--- src/design/bole_pkg.sv ---
// ----------------------------------------------------------------------------
// bole_pkg
// Shared types, operation and status codes, and controller/datapath bundles
// for the bounded ordered list engine.
// ----------------------------------------------------------------------------
package bole_pkg;

    localparam int DATA_W    = 32;
    localparam int MODE_W    = 3;
    localparam int POS_W     = 6;
    localparam int STAT_W    = 2;
    localparam int LEN_OUT_W = 6;

    typedef logic        [MODE_W-1:0]    t_mode;
    typedef logic signed [DATA_W-1:0]    t_data;
    typedef logic        [POS_W-1:0]     t_pos;
    typedef logic        [STAT_W-1:0]    t_status;
    typedef logic        [LEN_OUT_W-1:0] t_len_out;

    // operation codes
    localparam t_mode MODE_INS_HEAD = 3'd0;
    localparam t_mode MODE_INS_TAIL = 3'd1;
    localparam t_mode MODE_INS_POS  = 3'd2;
    localparam t_mode MODE_REMOVE   = 3'd3;
    localparam t_mode MODE_DUMP     = 3'd4;

    // result status codes
    localparam t_status ST_DONE      = 2'd0;
    localparam t_status ST_NOT_FOUND = 2'd1;
    localparam t_status ST_FULL      = 2'd2;
    localparam t_status ST_INDEX     = 2'd3;

    typedef enum logic [1:0] {TGT_HEAD, TGT_TAIL, TGT_POS} t_tgt_sel;
    typedef enum logic [2:0] {IDX_HOLD, IDX_LEN, IDX_ZERO, IDX_INC, IDX_DEC} t_idx_op;
    typedef enum logic [1:0] {RD_IDX, RD_PREV, RD_NEXT} t_rd_sel;
    typedef enum logic [1:0] {LEN_HOLD, LEN_INC, LEN_DEC} t_len_op;
    typedef enum logic       {WD_VALUE, WD_READ} t_wd_sel;

    typedef struct packed {
        logic     load;
        logic     set_tgt;
        t_tgt_sel tgt_sel;
        t_idx_op  idx_op;
        logic     rd_en;
        t_rd_sel  rd_sel;
        logic     wr_en;
        t_wd_sel  wd_sel;
        t_len_op  len_op;
        logic     out_load;
        logic     out_elem;
        t_status  out_status;
    } t_cmd;

    typedef struct packed {
        t_mode mode;
        logic  full;
        logic  pos_bad;
        logic  len_zero;
        logic  at_tgt;
        logic  match;
        logic  idx_last;
        logic  out_free;
    } t_sts;

endpackage

--- src/design/bole_if.sv ---
// ----------------------------------------------------------------------------
// bole_in_if / bole_out_if
// Valid/ready channels carrying list operations in and list results out.
// ----------------------------------------------------------------------------
interface bole_in_if import bole_pkg::*; ();
    logic  valid;
    logic  ready;
    t_mode mode;
    t_data value;
    t_pos  position;

    modport source (output valid, mode, value, position, input ready);
    modport sink   (input valid, mode, value, position, output ready);
endinterface

interface bole_out_if import bole_pkg::*; ();
    logic     valid;
    logic     ready;
    t_status  status;
    t_data    element;
    logic     element_valid;
    logic     last;
    t_len_out list_length;

    modport source (output valid, status, element, element_valid, last, list_length,
                    input ready);
    modport sink   (input valid, status, element, element_valid, last, list_length,
                    output ready);
endinterface

--- src/design/bole_ctrl.sv ---
// ----------------------------------------------------------------------------
// bole_ctrl
// Operation sequencer: decodes each operation and steps the datapath through
// shifts, searches and dump reads one memory access at a time.
// ----------------------------------------------------------------------------
module bole_ctrl import bole_pkg::*; (
    input  logic i_clk,
    input  logic i_rst_n,
    input  logic i_valid,
    output logic o_ready,
    input  t_sts i_sts,
    output t_cmd o_cmd
);

    localparam logic [3:0] S_IDLE     = 4'd0;
    localparam logic [3:0] S_DECODE   = 4'd1;
    localparam logic [3:0] S_INS_CHK  = 4'd2;
    localparam logic [3:0] S_INS_WR   = 4'd3;
    localparam logic [3:0] S_SCAN_RD  = 4'd4;
    localparam logic [3:0] S_SCAN_CMP = 4'd5;
    localparam logic [3:0] S_DEL_CHK  = 4'd6;
    localparam logic [3:0] S_DEL_WR   = 4'd7;
    localparam logic [3:0] S_DUMP_RD  = 4'd8;
    localparam logic [3:0] S_DUMP_OUT = 4'd9;
    localparam logic [3:0] S_EMIT     = 4'd10;

    logic [3:0] r_state, n_state;
    t_status    r_status, n_status;

    always_ff @(posedge i_clk) begin
        if (!i_rst_n) begin
            r_state  <= S_IDLE;
            r_status <= ST_DONE;
        end else begin
            r_state  <= n_state;
            r_status <= n_status;
        end
    end

    always_comb begin
        n_state          = r_state;
        n_status         = r_status;
        o_ready          = 1'b0;
        o_cmd            = '0;
        o_cmd.out_status = r_status;
        unique case (r_state)
            S_IDLE: begin
                o_ready = 1'b1;
                if (i_valid) begin
                    o_cmd.load = 1'b1;
                    n_state    = S_DECODE;
                end
            end
            S_DECODE: begin
                case (i_sts.mode) inside
                    MODE_INS_HEAD, MODE_INS_TAIL, MODE_INS_POS: begin
                        if (i_sts.full) begin
                            n_status = ST_FULL;
                            n_state  = S_EMIT;
                        end else if (i_sts.mode == MODE_INS_POS && i_sts.pos_bad) begin
                            n_status = ST_INDEX;
                            n_state  = S_EMIT;
                        end else begin
                            o_cmd.set_tgt = 1'b1;
                            if (i_sts.mode == MODE_INS_HEAD) begin
                                o_cmd.tgt_sel = TGT_HEAD;
                            end else if (i_sts.mode == MODE_INS_TAIL) begin
                                o_cmd.tgt_sel = TGT_TAIL;
                            end else begin
                                o_cmd.tgt_sel = TGT_POS;
                            end
                            // shift walks down from the tail to the target
                            o_cmd.idx_op = IDX_LEN;
                            n_state      = S_INS_CHK;
                        end
                    end
                    MODE_REMOVE: begin
                        if (i_sts.len_zero) begin
                            n_status = ST_NOT_FOUND;
                            n_state  = S_EMIT;
                        end else begin
                            o_cmd.idx_op = IDX_ZERO;
                            n_state      = S_SCAN_RD;
                        end
                    end
                    MODE_DUMP: begin
                        if (i_sts.len_zero) begin
                            n_status = ST_DONE;
                            n_state  = S_EMIT;
                        end else begin
                            o_cmd.idx_op = IDX_ZERO;
                            n_state      = S_DUMP_RD;
                        end
                    end
                    default: begin
                        n_status = ST_DONE;
                        n_state  = S_EMIT;
                    end
                endcase
            end
            S_INS_CHK: begin
                if (i_sts.at_tgt) begin
                    o_cmd.wr_en  = 1'b1;
                    o_cmd.wd_sel = WD_VALUE;
                    o_cmd.len_op = LEN_INC;
                    n_status     = ST_DONE;
                    n_state      = S_EMIT;
                end else begin
                    o_cmd.rd_en  = 1'b1;
                    o_cmd.rd_sel = RD_PREV;
                    n_state      = S_INS_WR;
                end
            end
            S_INS_WR: begin
                o_cmd.wr_en  = 1'b1;
                o_cmd.wd_sel = WD_READ;
                o_cmd.idx_op = IDX_DEC;
                n_state      = S_INS_CHK;
            end
            S_SCAN_RD: begin
                o_cmd.rd_en  = 1'b1;
                o_cmd.rd_sel = RD_IDX;
                n_state      = S_SCAN_CMP;
            end
            S_SCAN_CMP: begin
                if (i_sts.match) begin
                    n_state = S_DEL_CHK;
                end else if (i_sts.idx_last) begin
                    n_status = ST_NOT_FOUND;
                    n_state  = S_EMIT;
                end else begin
                    o_cmd.idx_op = IDX_INC;
                    n_state      = S_SCAN_RD;
                end
            end
            S_DEL_CHK: begin
                if (i_sts.idx_last) begin
                    o_cmd.len_op = LEN_DEC;
                    n_status     = ST_DONE;
                    n_state      = S_EMIT;
                end else begin
                    o_cmd.rd_en  = 1'b1;
                    o_cmd.rd_sel = RD_NEXT;
                    n_state      = S_DEL_WR;
                end
            end
            S_DEL_WR: begin
                o_cmd.wr_en  = 1'b1;
                o_cmd.wd_sel = WD_READ;
                o_cmd.idx_op = IDX_INC;
                n_state      = S_DEL_CHK;
            end
            S_DUMP_RD: begin
                o_cmd.rd_en  = 1'b1;
                o_cmd.rd_sel = RD_IDX;
                n_state      = S_DUMP_OUT;
            end
            S_DUMP_OUT: begin
                if (i_sts.out_free) begin
                    o_cmd.out_load = 1'b1;
                    o_cmd.out_elem = 1'b1;
                    o_cmd.idx_op   = IDX_INC;
                    n_state        = i_sts.idx_last ? S_IDLE : S_DUMP_RD;
                end
            end
            S_EMIT: begin
                if (i_sts.out_free) begin
                    o_cmd.out_load = 1'b1;
                    n_state        = S_IDLE;
                end
            end
            default: begin
                n_state = S_IDLE;
            end
        endcase
    end

endmodule

--- src/design/bole_dp.sv ---
// ----------------------------------------------------------------------------
// bole_dp
// List datapath: entry memory with one write and one registered read port,
// length and walk index, operand capture and the result register.
// ----------------------------------------------------------------------------
module bole_dp import bole_pkg::*; #(
    parameter int CAPACITY = 16
) (
    input  logic     i_clk,
    input  logic     i_rst_n,
    input  t_cmd     i_cmd,
    output t_sts     o_sts,
    input  t_mode    i_mode,
    input  t_data    i_value,
    input  t_pos     i_position,
    output logic     o_valid,
    input  logic     i_ready,
    output t_status  o_status,
    output t_data    o_element,
    output logic     o_element_valid,
    output logic     o_last,
    output t_len_out o_list_length
);

    localparam int LW = $clog2(CAPACITY + 1);
    localparam int AW = $clog2(CAPACITY);

    t_mode           r_mode;
    t_data           r_value;
    t_pos            r_pos;
    logic [LW-1:0]   r_len, n_len;
    logic [LW-1:0]   r_idx, n_idx;
    logic [LW-1:0]   r_tgt, n_tgt;
    t_data           r_rdata;
    t_data           r_mem [CAPACITY];

    logic            r_ovalid;
    t_status         r_ostatus;
    t_data           r_oelem;
    logic            r_oevalid;
    logic            r_olast;
    t_len_out        r_olen;

    logic [LW-1:0]   idx_prev, idx_next;
    logic [AW-1:0]   rd_addr;
    t_data           wdata;

    assign idx_prev = r_idx - LW'(1);
    assign idx_next = r_idx + LW'(1);

    always_comb begin
        case (i_cmd.rd_sel)
            RD_PREV: rd_addr = idx_prev[AW-1:0];
            RD_NEXT: rd_addr = idx_next[AW-1:0];
            default: rd_addr = r_idx[AW-1:0];
        endcase
        wdata = (i_cmd.wd_sel == WD_READ) ? r_rdata : r_value;
    end

    always_ff @(posedge i_clk) begin
        if (i_cmd.wr_en) begin
            r_mem[r_idx[AW-1:0]] <= wdata;
        end
        if (i_cmd.rd_en) begin
            r_rdata <= r_mem[rd_addr];
        end
    end

    always_comb begin
        case (i_cmd.idx_op)
            IDX_LEN:  n_idx = r_len;
            IDX_ZERO: n_idx = '0;
            IDX_INC:  n_idx = idx_next;
            IDX_DEC:  n_idx = idx_prev;
            default:  n_idx = r_idx;
        endcase
        case (i_cmd.len_op)
            LEN_INC: n_len = r_len + LW'(1);
            LEN_DEC: n_len = r_len - LW'(1);
            default: n_len = r_len;
        endcase
        case (i_cmd.tgt_sel)
            TGT_TAIL: n_tgt = r_len;
            TGT_POS:  n_tgt = LW'(r_pos);
            default:  n_tgt = '0;
        endcase
    end

    always_ff @(posedge i_clk) begin
        if (!i_rst_n) begin
            r_len    <= '0;
            r_ovalid <= 1'b0;
        end else begin
            r_len <= n_len;
            if (i_cmd.out_load) begin
                r_ovalid <= 1'b1;
            end else if (i_ready) begin
                r_ovalid <= 1'b0;
            end
        end
    end

    always_ff @(posedge i_clk) begin
        r_idx <= n_idx;
        if (i_cmd.load) begin
            r_mode  <= i_mode;
            r_value <= i_value;
            r_pos   <= i_position;
        end
        if (i_cmd.set_tgt) begin
            r_tgt <= n_tgt;
        end
        if (i_cmd.out_load) begin
            r_ostatus <= i_cmd.out_elem ? ST_DONE : i_cmd.out_status;
            r_oelem   <= i_cmd.out_elem ? r_rdata : '0;
            r_oevalid <= i_cmd.out_elem;
            r_olast   <= i_cmd.out_elem ? (idx_next == r_len) : 1'b1;
            r_olen    <= LEN_OUT_W'(r_len);
        end
    end

    always_comb begin
        o_sts.mode     = r_mode;
        o_sts.full     = (r_len == LW'(CAPACITY));
        o_sts.pos_bad  = ((POS_W + 1)'(r_pos) > (POS_W + 1)'(r_len));
        o_sts.len_zero = (r_len == '0);
        o_sts.at_tgt   = (r_idx == r_tgt);
        o_sts.match    = (r_rdata == r_value);
        o_sts.idx_last = (idx_next == r_len);
        o_sts.out_free = !r_ovalid || i_ready;
    end

    assign o_valid         = r_ovalid;
    assign o_status        = r_ostatus;
    assign o_element       = r_oelem;
    assign o_element_valid = r_oevalid;
    assign o_last          = r_olast;
    assign o_list_length   = r_olen;

endmodule

--- src/design/bounded_ordered_list_engine.sv ---
// Bounded ordered list of up to CAPACITY signed 32-bit values held in a
// single-port-read entry memory. One operation is taken at a time; the input
// is ready again once the operation's last result is in the output register,
// so a new operation can start while that result waits to be taken. Every
// memory step goes through the one registered read port: each moved or
// visited entry takes a read state and then a compare, write or output state,
// so insert time grows with length minus index, remove and dump time with
// the length. Entries are not cleared after reset.
// ----------------------------------------------------------------------------
// bounded_ordered_list_engine
// Top level: joins the operation sequencer and the list datapath to the
// operation and result channels.
// ----------------------------------------------------------------------------
module bounded_ordered_list_engine import bole_pkg::*; #(
    parameter int CAPACITY = 16
) (
    input  logic        i_clk,
    input  logic        i_rst_n,
    bole_in_if.sink     i_in,
    bole_out_if.source  o_out
);

    t_cmd cmd;
    t_sts sts;

    bole_ctrl u_ctrl (
        .i_clk   (i_clk),
        .i_rst_n (i_rst_n),
        .i_valid (i_in.valid),
        .o_ready (i_in.ready),
        .i_sts   (sts),
        .o_cmd   (cmd)
    );

    bole_dp #(
        .CAPACITY (CAPACITY)
    ) u_dp (
        .i_clk           (i_clk),
        .i_rst_n         (i_rst_n),
        .i_cmd           (cmd),
        .o_sts           (sts),
        .i_mode          (i_in.mode),
        .i_value         (i_in.value),
        .i_position      (i_in.position),
        .o_valid         (o_out.valid),
        .i_ready         (o_out.ready),
        .o_status        (o_out.status),
        .o_element       (o_out.element),
        .o_element_valid (o_out.element_valid),
        .o_last          (o_out.last),
        .o_list_length   (o_out.list_length)
    );

    // one operation in flight: no second transfer right after the first
    a_one_op: assert property (@(posedge i_clk) disable iff (!i_rst_n)
        i_in.valid && i_in.ready |=> !i_in.ready)
        else $error("input taken while an operation is in progress");

    // a pending result is never overwritten
    a_no_overwrite: assert property (@(posedge i_clk) disable iff (!i_rst_n)
        cmd.out_load |-> sts.out_free)
        else $error("result register loaded while still full");

    a_len_bound: assert property (@(posedge i_clk) disable iff (!i_rst_n)
        o_out.valid |-> o_out.list_length <= LEN_OUT_W'(CAPACITY))
        else $error("list length above capacity");

    // memory is only written inside an operation
    a_wr_busy: assert property (@(posedge i_clk) disable iff (!i_rst_n)
        cmd.wr_en |-> !i_in.ready)
        else $error("entry write while idle");

endmodule
--- src/flat_wrapper.sv ---
// flat-port wrapper written by rule: the top's interface ports become plain ports
module bounded_ordered_list_engine_flat import bole_pkg::*;
#(
    parameter int CAPACITY = 16
)
  (i_clk, i_rst_n, i_in_valid, i_in_mode, i_in_value, i_in_position, i_in_ready, o_out_valid, o_out_status, o_out_element, o_out_element_valid, o_out_last, o_out_list_length, o_out_ready);
  bole_in_if i_in_i ();
  bole_out_if o_out_i ();
  input  logic i_clk;
  input  logic i_rst_n;
  input wire logic [$bits(i_in_i.valid)-1:0] i_in_valid;
  input wire logic [$bits(i_in_i.mode)-1:0] i_in_mode;
  input wire logic [$bits(i_in_i.value)-1:0] i_in_value;
  input wire logic [$bits(i_in_i.position)-1:0] i_in_position;
  output wire logic [$bits(i_in_i.ready)-1:0] i_in_ready;
  output wire logic [$bits(o_out_i.valid)-1:0] o_out_valid;
  output wire logic [$bits(o_out_i.status)-1:0] o_out_status;
  output wire logic [$bits(o_out_i.element)-1:0] o_out_element;
  output wire logic [$bits(o_out_i.element_valid)-1:0] o_out_element_valid;
  output wire logic [$bits(o_out_i.last)-1:0] o_out_last;
  output wire logic [$bits(o_out_i.list_length)-1:0] o_out_list_length;
  input wire logic [$bits(o_out_i.ready)-1:0] o_out_ready;
  assign i_in_i.valid = i_in_valid;
  assign i_in_i.mode = i_in_mode;
  assign i_in_i.value = i_in_value;
  assign i_in_i.position = i_in_position;
  assign i_in_ready = i_in_i.ready;
  assign o_out_valid = o_out_i.valid;
  assign o_out_status = o_out_i.status;
  assign o_out_element = o_out_i.element;
  assign o_out_element_valid = o_out_i.element_valid;
  assign o_out_last = o_out_i.last;
  assign o_out_list_length = o_out_i.list_length;
  assign o_out_i.ready = o_out_ready;
  bounded_ordered_list_engine #(.CAPACITY(CAPACITY)) u_core (.i_clk(i_clk), .i_rst_n(i_rst_n), .i_in(i_in_i), .o_out(o_out_i));
endmodule
--- config.mk ---
export PLATFORM = sky130hd
export DESIGN_NAME = bounded_ordered_list_engine_flat
export DESIGN_NICKNAME = d
export VERILOG_FILES = /design/src/design/bole_pkg.sv /design/src/design/bole_if.sv /design/src/design/bole_ctrl.sv /design/src/design/bole_dp.sv /design/src/design/bounded_ordered_list_engine.sv /design/src/flat_wrapper.sv
export SDC_FILE = /design/constraint.sdc
export NUM_CORES = 1
export LEC_CHECK = 0
export BUFFER_PORTS_ARGS = -buffer_cell sky130_fd_sc_hd__clkbuf_2
export CAP_MARGIN = 20
export CORE_UTILIZATION = 25
export CTS_CLUSTER_DIAMETER = 60
export CTS_CLUSTER_SIZE = 28
export DETAILED_ROUTE_END_ITERATION = 12
export GPL_ROUTABILITY_DRIVEN = 0
export MAX_ROUTING_LAYER = met4
export SKIP_CTS_REPAIR_TIMING = 1
export SLEW_MARGIN = 20
export SYNTH_ARGS = -nofsm -noshare
export SYNTH_HDL_FRONTEND = slang
export SYNTH_SLANG_ARGS = --single-unit
--- constraint.sdc ---
create_clock -name i_clk -period 9 [get_ports i_clk]
set_input_delay 0.9 -clock i_clk [delete_from_list [all_inputs] [get_ports i_clk]]
set_output_delay 0.9 -clock i_clk [all_outputs]
set_load 0.03 [all_outputs]
==> results of run 1 <==
[through the flow]
stage	hold WS (ns)	cells	area, µm²	util
after detailed placement	0.457	2779	28300	0.274
final	0.465	2836	29500	0.285
after global placement	0.448	2779	28300	0.274
after floorplan	0.403	1354	26100	-
after global routing	0.471	2836	29500	0.285
after CTS	0.465	2836	29500	0.285
[layer usage]
| layer | wire (µm) | up-vias |
|---|---|---|
| met5 | 0 | - |
| met4 | 935 | 0 |
| met1 | 27800 | 6796 |
| li1 | - | 5575 |
| met2 | 28600 | 483 |
| met3 | 3880 | 66 |
[final cells by class]
type                            instances  share of cell area
Clock buffer                           41              0.0319
Timing Repair Buffer                  114              0.0225
Clock inverter                         16             0.00671
Sequential cell                       648               0.656
Multi-Input combinational cell        622               0.222
Tap cell                             1380              0.0586
Inverter                               15             0.00191
[registers in the layout, summed over array words and instances (netlist names), 4 cells and up]
name and cells:
u_core.u_dp.r_mem 512, u_core.u_dp.o_element 32, u_core.u_dp.r_tgt 5, u_core.u_dp.r_value 32
u_core.u_dp.r_idx 5, u_core.u_dp.o_list_length 5, u_core.u_dp.r_len 5, u_core.u_dp.r_rdata 32
u_core.u_ctrl.r_state 4, u_core.u_dp.r_pos 6
[how the worst max path moves through the flow]
stage	from	to	depth (start not counted)	slack, ns
6_report	u_core.u_dp.r_idx[0]	u_core.u_dp.r_rdata[9]	17	3.50
5_1_grt	u_core.u_dp.r_idx[0]	u_core.u_dp.r_rdata[12]	17	3.00
4_1_cts	u_core.u_dp.r_idx[0]	u_core.u_dp.r_rdata[13]	17	3.42
3_5_place_dp	u_core.u_dp.r_idx[0]	u_core.u_dp.r_rdata[14]	17	3.44
3_3_place_gp	u_core.u_dp.r_idx[0]	u_core.u_dp.r_rdata[20]	17	3.54
2_1_floorplan	u_core.u_dp.r_idx[0]	u_core.u_dp.r_rdata[10]	17	5.10
[cell usage after synthesis, types with 4 or more instances]
| cell | count | share of area |
|---|---|---|
| or2_1 | 4 | 0.00096 |
| nor4_1 | 11 | 0.0026 |
| o21ai_1 | 5 | 0.00096 |
| nand4_1 | 5 | 0.0012 |
| buf_6 | 10 | 0.0043 |
| o21ai_0 | 10 | 0.0019 |
| xnor2_1 | 12 | 0.0040 |
| nor3_1 | 6 | 0.0011 |
| nand3_1 | 7 | 0.0013 |
| nor2b_1 | 41 | 0.0098 |
| a22oi_1 | 7 | 0.0020 |
| mux2i_1 | 36 | 0.014 |
| and2_1 | 38 | 0.0091 |
| nand2b_1 | 5 | 0.0012 |
| nor2_1 | 47 | 0.0068 |
| buf_2 | 27 | 0.0052 |
| mux4_2 | 128 | 0.11 |
| nand2_1 | 35 | 0.0050 |
| and3_1 | 4 | 0.00096 |
| mux2_2 | 32 | 0.014 |
| edfxtp_1 | 636 | 0.73 |
| ha_1 | 18 | 0.0086 |
| a211oi_1 | 33 | 0.0095 |
| xor2_1 | 41 | 0.014 |
| inv_1 | 15 | 0.0022 |
| a21oi_1 | 48 | 0.0092 |
| a21o_1 | 4 | 0.0011 |
| clkbuf_1 | 27 | 0.0039 |
| buf_1 | 4 | 0.00057 |
| dfxtp_1 | 12 | 0.0092 |
[power groups by stage]
stage | registers (µW) | clock network (µW) | logic [µW]
2_1_floorplan | 3790 | 0 | 1080
4_1_cts | 3790 | 1860 | 1490
3_5_place_dp | 3860 | 0 | 1480
3_3_place_gp | 3860 | 0 | 1440
5_1_grt | 3810 | 1960 | 1590
6_report | 3790 | 1820 | 1450
[logic make-up (layout without fill, tap and decap cells)]
| logic type | count (synthesis) | after routing | share of synthesized area |
|---|---|---|---|
| AND/OR/NAND/NOR | 219 | 219 | 0.0448 |
| flip-flops | 648 | 648 | 0.740 |
| multiplexers | 196 | 196 | 0.138 |
| buffers and inverters | 84 | 186 | 0.0164 |
| XOR/XNOR | 53 | 53 | 0.0178 |
| AO/OA/AOI/OAI | 133 | 133 | 0.0329 |
| other | 1 | 1 | 0.000144 |
| adder cells (fa/ha/maj) | 20 | 20 | 0.00977 |
[worst reg2reg max path, cell delays in order (launching register included)]
cell	delay (ns)
edfxtp_1	0.69
inv_1	0.17
ha_1	0.42
xor2_1	0.17
nor2_1	0.11
nand4_1	0.35
nand4_1	0.29
inv_1	0.06
ha_1	0.28
nor2_1	0.15
nor3_2	0.07
a21oi_4	0.13
buf_4	0.41
buf_12	0.72
mux4_2	0.72
nor2b_1	0.14
a211oi_1	0.27
a21oi_1	0.06
==> flow_metrics.py, run 1 <==
metrics = {
    "global_route": {
        "use_met3": 0.0177,
        "overflow": 0,
        "antenna_found_initial": 2,
        "grt_max_degree": 129,
        "use_met2": 0.179,
        "busiest_layer": "met2",
        "grt_usage": 0.117,
        "grt_pass1_wl_um": 88800,
        "grt_pass1_vias": 12846,
        "use_met1": 0.166,
    },
    "cells_and_area": {
        "fillers": 10148,
        "antenna_cells": 0,
        "areaGrowthSynthToFinish_pct": 12.8,
        "layout_common_cells": "636 x edfxtp_1, 128 x mux4_2, 87 x clkbuf_2",
        "ff_latch_area_um2": 19300,
        "multiInputGateArea_um2": 6530,
        "drive_gt1_frac": 0.245,
        "layout_commonest_cell": "edfxtp_1",
        "nNetsFinal": 1499,
    },
    "cts": {
        "clk_pin_slew_ns": 0.10,
        "ctsRootBufferMaster": "clkbuf_16",
        "worstSkewPairLatency_ns": 0.57,
        "clock_path_buffers": 3,
        "cts_tree": "yes",
        "cts-buffers-inserted": 34,
        "cts_sinks": 648,
        "cts.htree.levels": 2,
    },
    "detailed_routing": {
        "firstDrtPassIters": 5,
        "drc": 0,
        "num_vias": 12920,
        "wirelength_um": 61300,
        "drt_iter0_markers": 1381,
        "wl_per_cell_um": 21.6,
        "routed_via_density": 4.56,
        "ant_nets": 0,
    },
    "sta": {
        "skew_ns": 0.0208,
        "fin_ws_ns": 3.50,
        "setup_viol_count_final": 0,
        "relSlewSlack": 0.377,
        "tns_ns": 0,
        "tightest_slew_ns": 0.935,
        "post-route-min-period_ns": 5.50,
        "min_period_over_period": 0.611,
        "fmax_mhz": 182,
        "finalHoldViolCount": 0,
        "slew_viol_final": 0,
        "rsz0062_at_grt": "no",
    },
    "worst_setup_path": {
        "r2r_setup_slack_ns": 3.50,
        "rr_worst_depth": 17,
        "required_ns": 9.29,
        "r2r_start": "u_core.u_dp.r_idx[0]",
        "cpPeakStageDelay_ns": 0.70,
        "critPathCaptureType": "register",
        "r2r-end": "u_core.u_dp.r_rdata[9]",
        "crit_buf_inv": 4,
        "path_max_fanout": 107,
        "critical-path-top-delay-family": "buffers and inverters",
        "start_kind": "register",
        "crit_arrival_ns": 5.79,
        "cp_cell_sequence": "inv_1 > ha_1 > xor2_1 > nor2_1 > nand4_1 > nand4_1 > inv_1 > ha_1 > nor2_1 > nor3_2 > a21oi_4 > buf_4 > buf_12 > mux4_2 > nor2b_1 > a211oi_1 > a21oi_1",
        "critical_path_class": "reg2reg",
        "slowest_stage": "buf_12",
    },
    "power": {
        "irDropWorstVdd_mv": 0.171,
        "swShare": 0.290,
        "leakagePower_uw": 0.00911,
        "power_density_nw_per_um2": 240,
        "p_seq_frac": 0.537,
        "power_uw": 7070,
        "internal_power_uw": 5020,
        "p_clk_frac": 0.258,
        "switchingPower_uw": 2050,
        "p_comb_frac": 0.206,
    },
    "floorplanning": {
        "die_x_um": 325,
        "dieArea_um2": 106000,
        "initial_core_util": 0.252,
        "coreArea_um2": 103000,
        "fp.dieH_um": 325,
        "io_pins": 89,
        "placementRows": 118,
    },
    "yosys": {
        "syn_area_um2": 26100,
        "synth_top_flop_cell": "edfxtp_1",
        "synth-seq-area-share": 0.740,
        "synth_nets": 1418,
        "yosysUniqueCellTypes": 61,
        "async_flop_share": 0,
        "syn_area_per_cell_um2": 19.3,
        "postSynthCellCount": 1354,
        "ys_warn_count": 0,
        "synth_seq_cells": 648,
        "synth_edf_count": 636,
    },
    "outcome": {
        "status": "finished clean",
    },
    "min_path": {
        "hold_path_end": "u_core.u_ctrl.r_status[1]",
        "hold_path.class": "reg2reg",
        "hp-start": "u_core.u_ctrl.r_status[1]",
        "hold_path_depth": 2,
    },
    "placed_design": {
        "dp_slack_ns": 3.44,
        "dp_hpwl_um": 33800,
        "port_buffers": 87,
    },
    "run": {
        "maxCapViolations": 0,
    },
}
(Power assumes the default switching activity.)
==> run 2, diff against run 1 <==
==> constraint.sdc (replaced) <==
create_clock -name i_clk -period 4.7 [get_ports i_clk]
set_input_delay 0.47 -clock i_clk [delete_from_list [all_inputs] [get_ports i_clk]]
set_output_delay 0.47 -clock i_clk [all_outputs]
set_load 0.03 [all_outputs]
==> run 2 against run 1 <==
  * Fmax increased by 31%
  * Clock power increased by 100%
  * Combinational power increased by 100%
  * Register-to-register slack got worse by 3.0 ns
  * Power increased by 96%
  * Flip-flop and latch count unchanged
==> flow_metrics.py, run 2 (synthesis gave the netlist of run 1 again) <==
metrics = {
    "sta": {
        "min_period_over_period": 0.893,
        "fmax_mhz": 238,
        "skew_ns": 0.0391,
        "tns_ns": 0,
        "relSlewSlack": 0.351,
        "setup_viol_count_final": 0,
        "tightest_slew_ns": 0.964,
        "finalHoldViolCount": 0,
        "rsz0062_at_grt": "no",
        "post-route-min-period_ns": 4.20,
        "slew_viol_final": 0,
    },
    "cts": {
        "cts_tree": "yes",
        "worstSkewPairLatency_ns": 0.61,
        "cts.htree.levels": 2,
        "clock_path_buffers": 3,
        "cts-buffers-inserted": 37,
        "ctsRootBufferMaster": "clkbuf_16",
        "clk_pin_slew_ns": 0.10,
        "cts_sinks": 648,
    },
    "worst_setup_path": {
        "critPathCaptureType": "register",
        "rr_worst_depth": 15,
        "r2r-end": "u_core.u_dp.r_rdata[18]",
        "path_max_fanout": 28,
        "slowest_stage": "edfxtp_1",
        "r2r_start": "u_core.u_dp.r_idx[1]",
        "required_ns": 5.04,
        "crit_arrival_ns": 4.54,
        "start_kind": "register",
        "cp_cell_sequence": "inv_1 > ha_1 > xor2_1 > nor2_1 > nand4_1 > nand4_1 > ha_1 > nor3_2 > a21oi_4 > buf_12 > buf_12 > mux4_2 > nor2b_1 > a211oi_1 > a21oi_1",
        "cpPeakStageDelay_ns": 0.58,
        "critical_path_class": "reg2reg",
        "r2r_setup_slack_ns": 0.50,
    },
    "global_route": {
        "antenna_found_initial": 5,
        "overflow": 0,
        "grt_max_degree": 52,
        "grt_usage": 0.119,
        "grt_pass1_vias": 13162,
        "grt_pass1_wl_um": 90700,
    },
    "detailed_routing": {
        "firstDrtPassIters": 6,
        "num_vias": 12962,
        "ant_nets": 0,
        "routed_via_density": 4.52,
        "wirelength_um": 61900,
        "drt_iter0_markers": 1537,
        "wl_per_cell_um": 21.6,
        "drc": 0,
    },
    "cells_and_area": {
        "areaGrowthSynthToFinish_pct": 14.7,
        "nNetsFinal": 1523,
        "largest_register_ffs": 512,
        "final_cell_count_no_fill": 2866,
        "drive_gt1_frac": 0.260,
        "layout_commonest_cell": "edfxtp_1",
        "layout_common_cells": "636 x edfxtp_1, 128 x mux4_2, 87 x clkbuf_2",
    },
    "floorplanning": {
        "dieArea_um2": 106000,
        "coreArea_um2": 103000,
        "fp.dieH_um": 325,
        "die_x_um": 325,
        "placementRows": 118,
        "io_pins": 89,
        "initial_core_util": 0.252,
    },
    "placed_design": {
        "place_inst": 2800,
        "dp_hpwl_um": 36600,
        "port_buffers": 87,
    },
    "power": {
        "power_density_nw_per_um2": 462,
        "leakagePower_uw": 0.00934,
        "irDropWorstVdd_mv": 0.311,
    },
    "min_path": {
        "hold_path_end": "u_core.u_dp.r_value[11]",
        "hold_path_depth": 1,
        "hold_path.class": "in2reg",
        "hp-start": "i_in_value[11]",
    },
    "run": {
        "maxCapViolations": 0,
    },
    "outcome": {
        "status": "finished clean",
    },
}
-- run 2: critical path: cells and delay by family (launching register included) --
family,cells,cell delay [ns]
adders and majority gates,2,0.96
buffers and inverters,3,0.62
DFF,1,0.58
and+or+nand+nor,5,0.57
AOI/OAI and AO/OA,3,0.52
muxes,1,0.52
xor gates and xnor gates,1,0.17
-- run 2: per-stage QoR --
stage                     power (µW)  setup slack (ns)  instance area, µm²   util  hold WS [ns]
final                          13900             0.505               30000  0.289        0.0450
after global routing           14400             0.229               30000  0.289        0.0153
after CTS                      14000             0.507               30000  0.289        0.0121
after detailed placement       10400             0.497               28700  0.277         0.452
after global placement         10300             0.530               28700  0.277         0.449
after floorplan                 9330             0.801               26100      -         0.403
-- run 2: how the worst max path moves through the flow --
stage / cells after the start / startpoint / endpoint
3_3_place_gp: 15 / u_core.u_dp.r_idx[1] / u_core.u_dp.r_rdata[18]
4_1_cts: 15 / u_core.u_dp.r_idx[1] / u_core.u_dp.r_rdata[18]
6_report: 15 / u_core.u_dp.r_idx[1] / u_core.u_dp.r_rdata[18]
5_1_grt: 15 / u_core.u_dp.r_idx[1] / u_core.u_dp.r_rdata[15]
2_1_floorplan: 17 / u_core.u_dp.r_idx[0] / u_core.u_dp.r_rdata[11]
3_5_place_dp: 15 / u_core.u_dp.r_idx[1] / u_core.u_dp.r_rdata[18]
-- run 2: area by class of cell --
class | instances | area [µm²]
timing repair buffer | 135 | 1020
fill | 10078 | 73500
antenna | 1 | 2.50
multi-input combinational | 622 | 6530
inverter | 15 | 56.3
tap | 1380 | 1730
clock inverter | 25 | 319
sequential | 648 | 19300
clock buffer | 40 | 958
-- run 2: power breakdown --
part	total [µW]	switching [µW]	leakage (µW)	internal, µW
Sequential	7250	287	0.00581	6970
Clock	3680	2060	0.000619	1610
Combinational	2920	1720	0.00292	1210
Total	13900	4060	0.00934	9790
-- run 2: routing by layer --
layer | global-route usage | part of all wire | vias up
met5 | - | 0 | -
met4 | 0.0219 | 0.012 | 0
met3 | 0.0228 | 0.072 | 52
met2 | 0.184 | 0.47 | 449
met1 | 0.165 | 0.45 | 6814
li1 | - | - | 5647
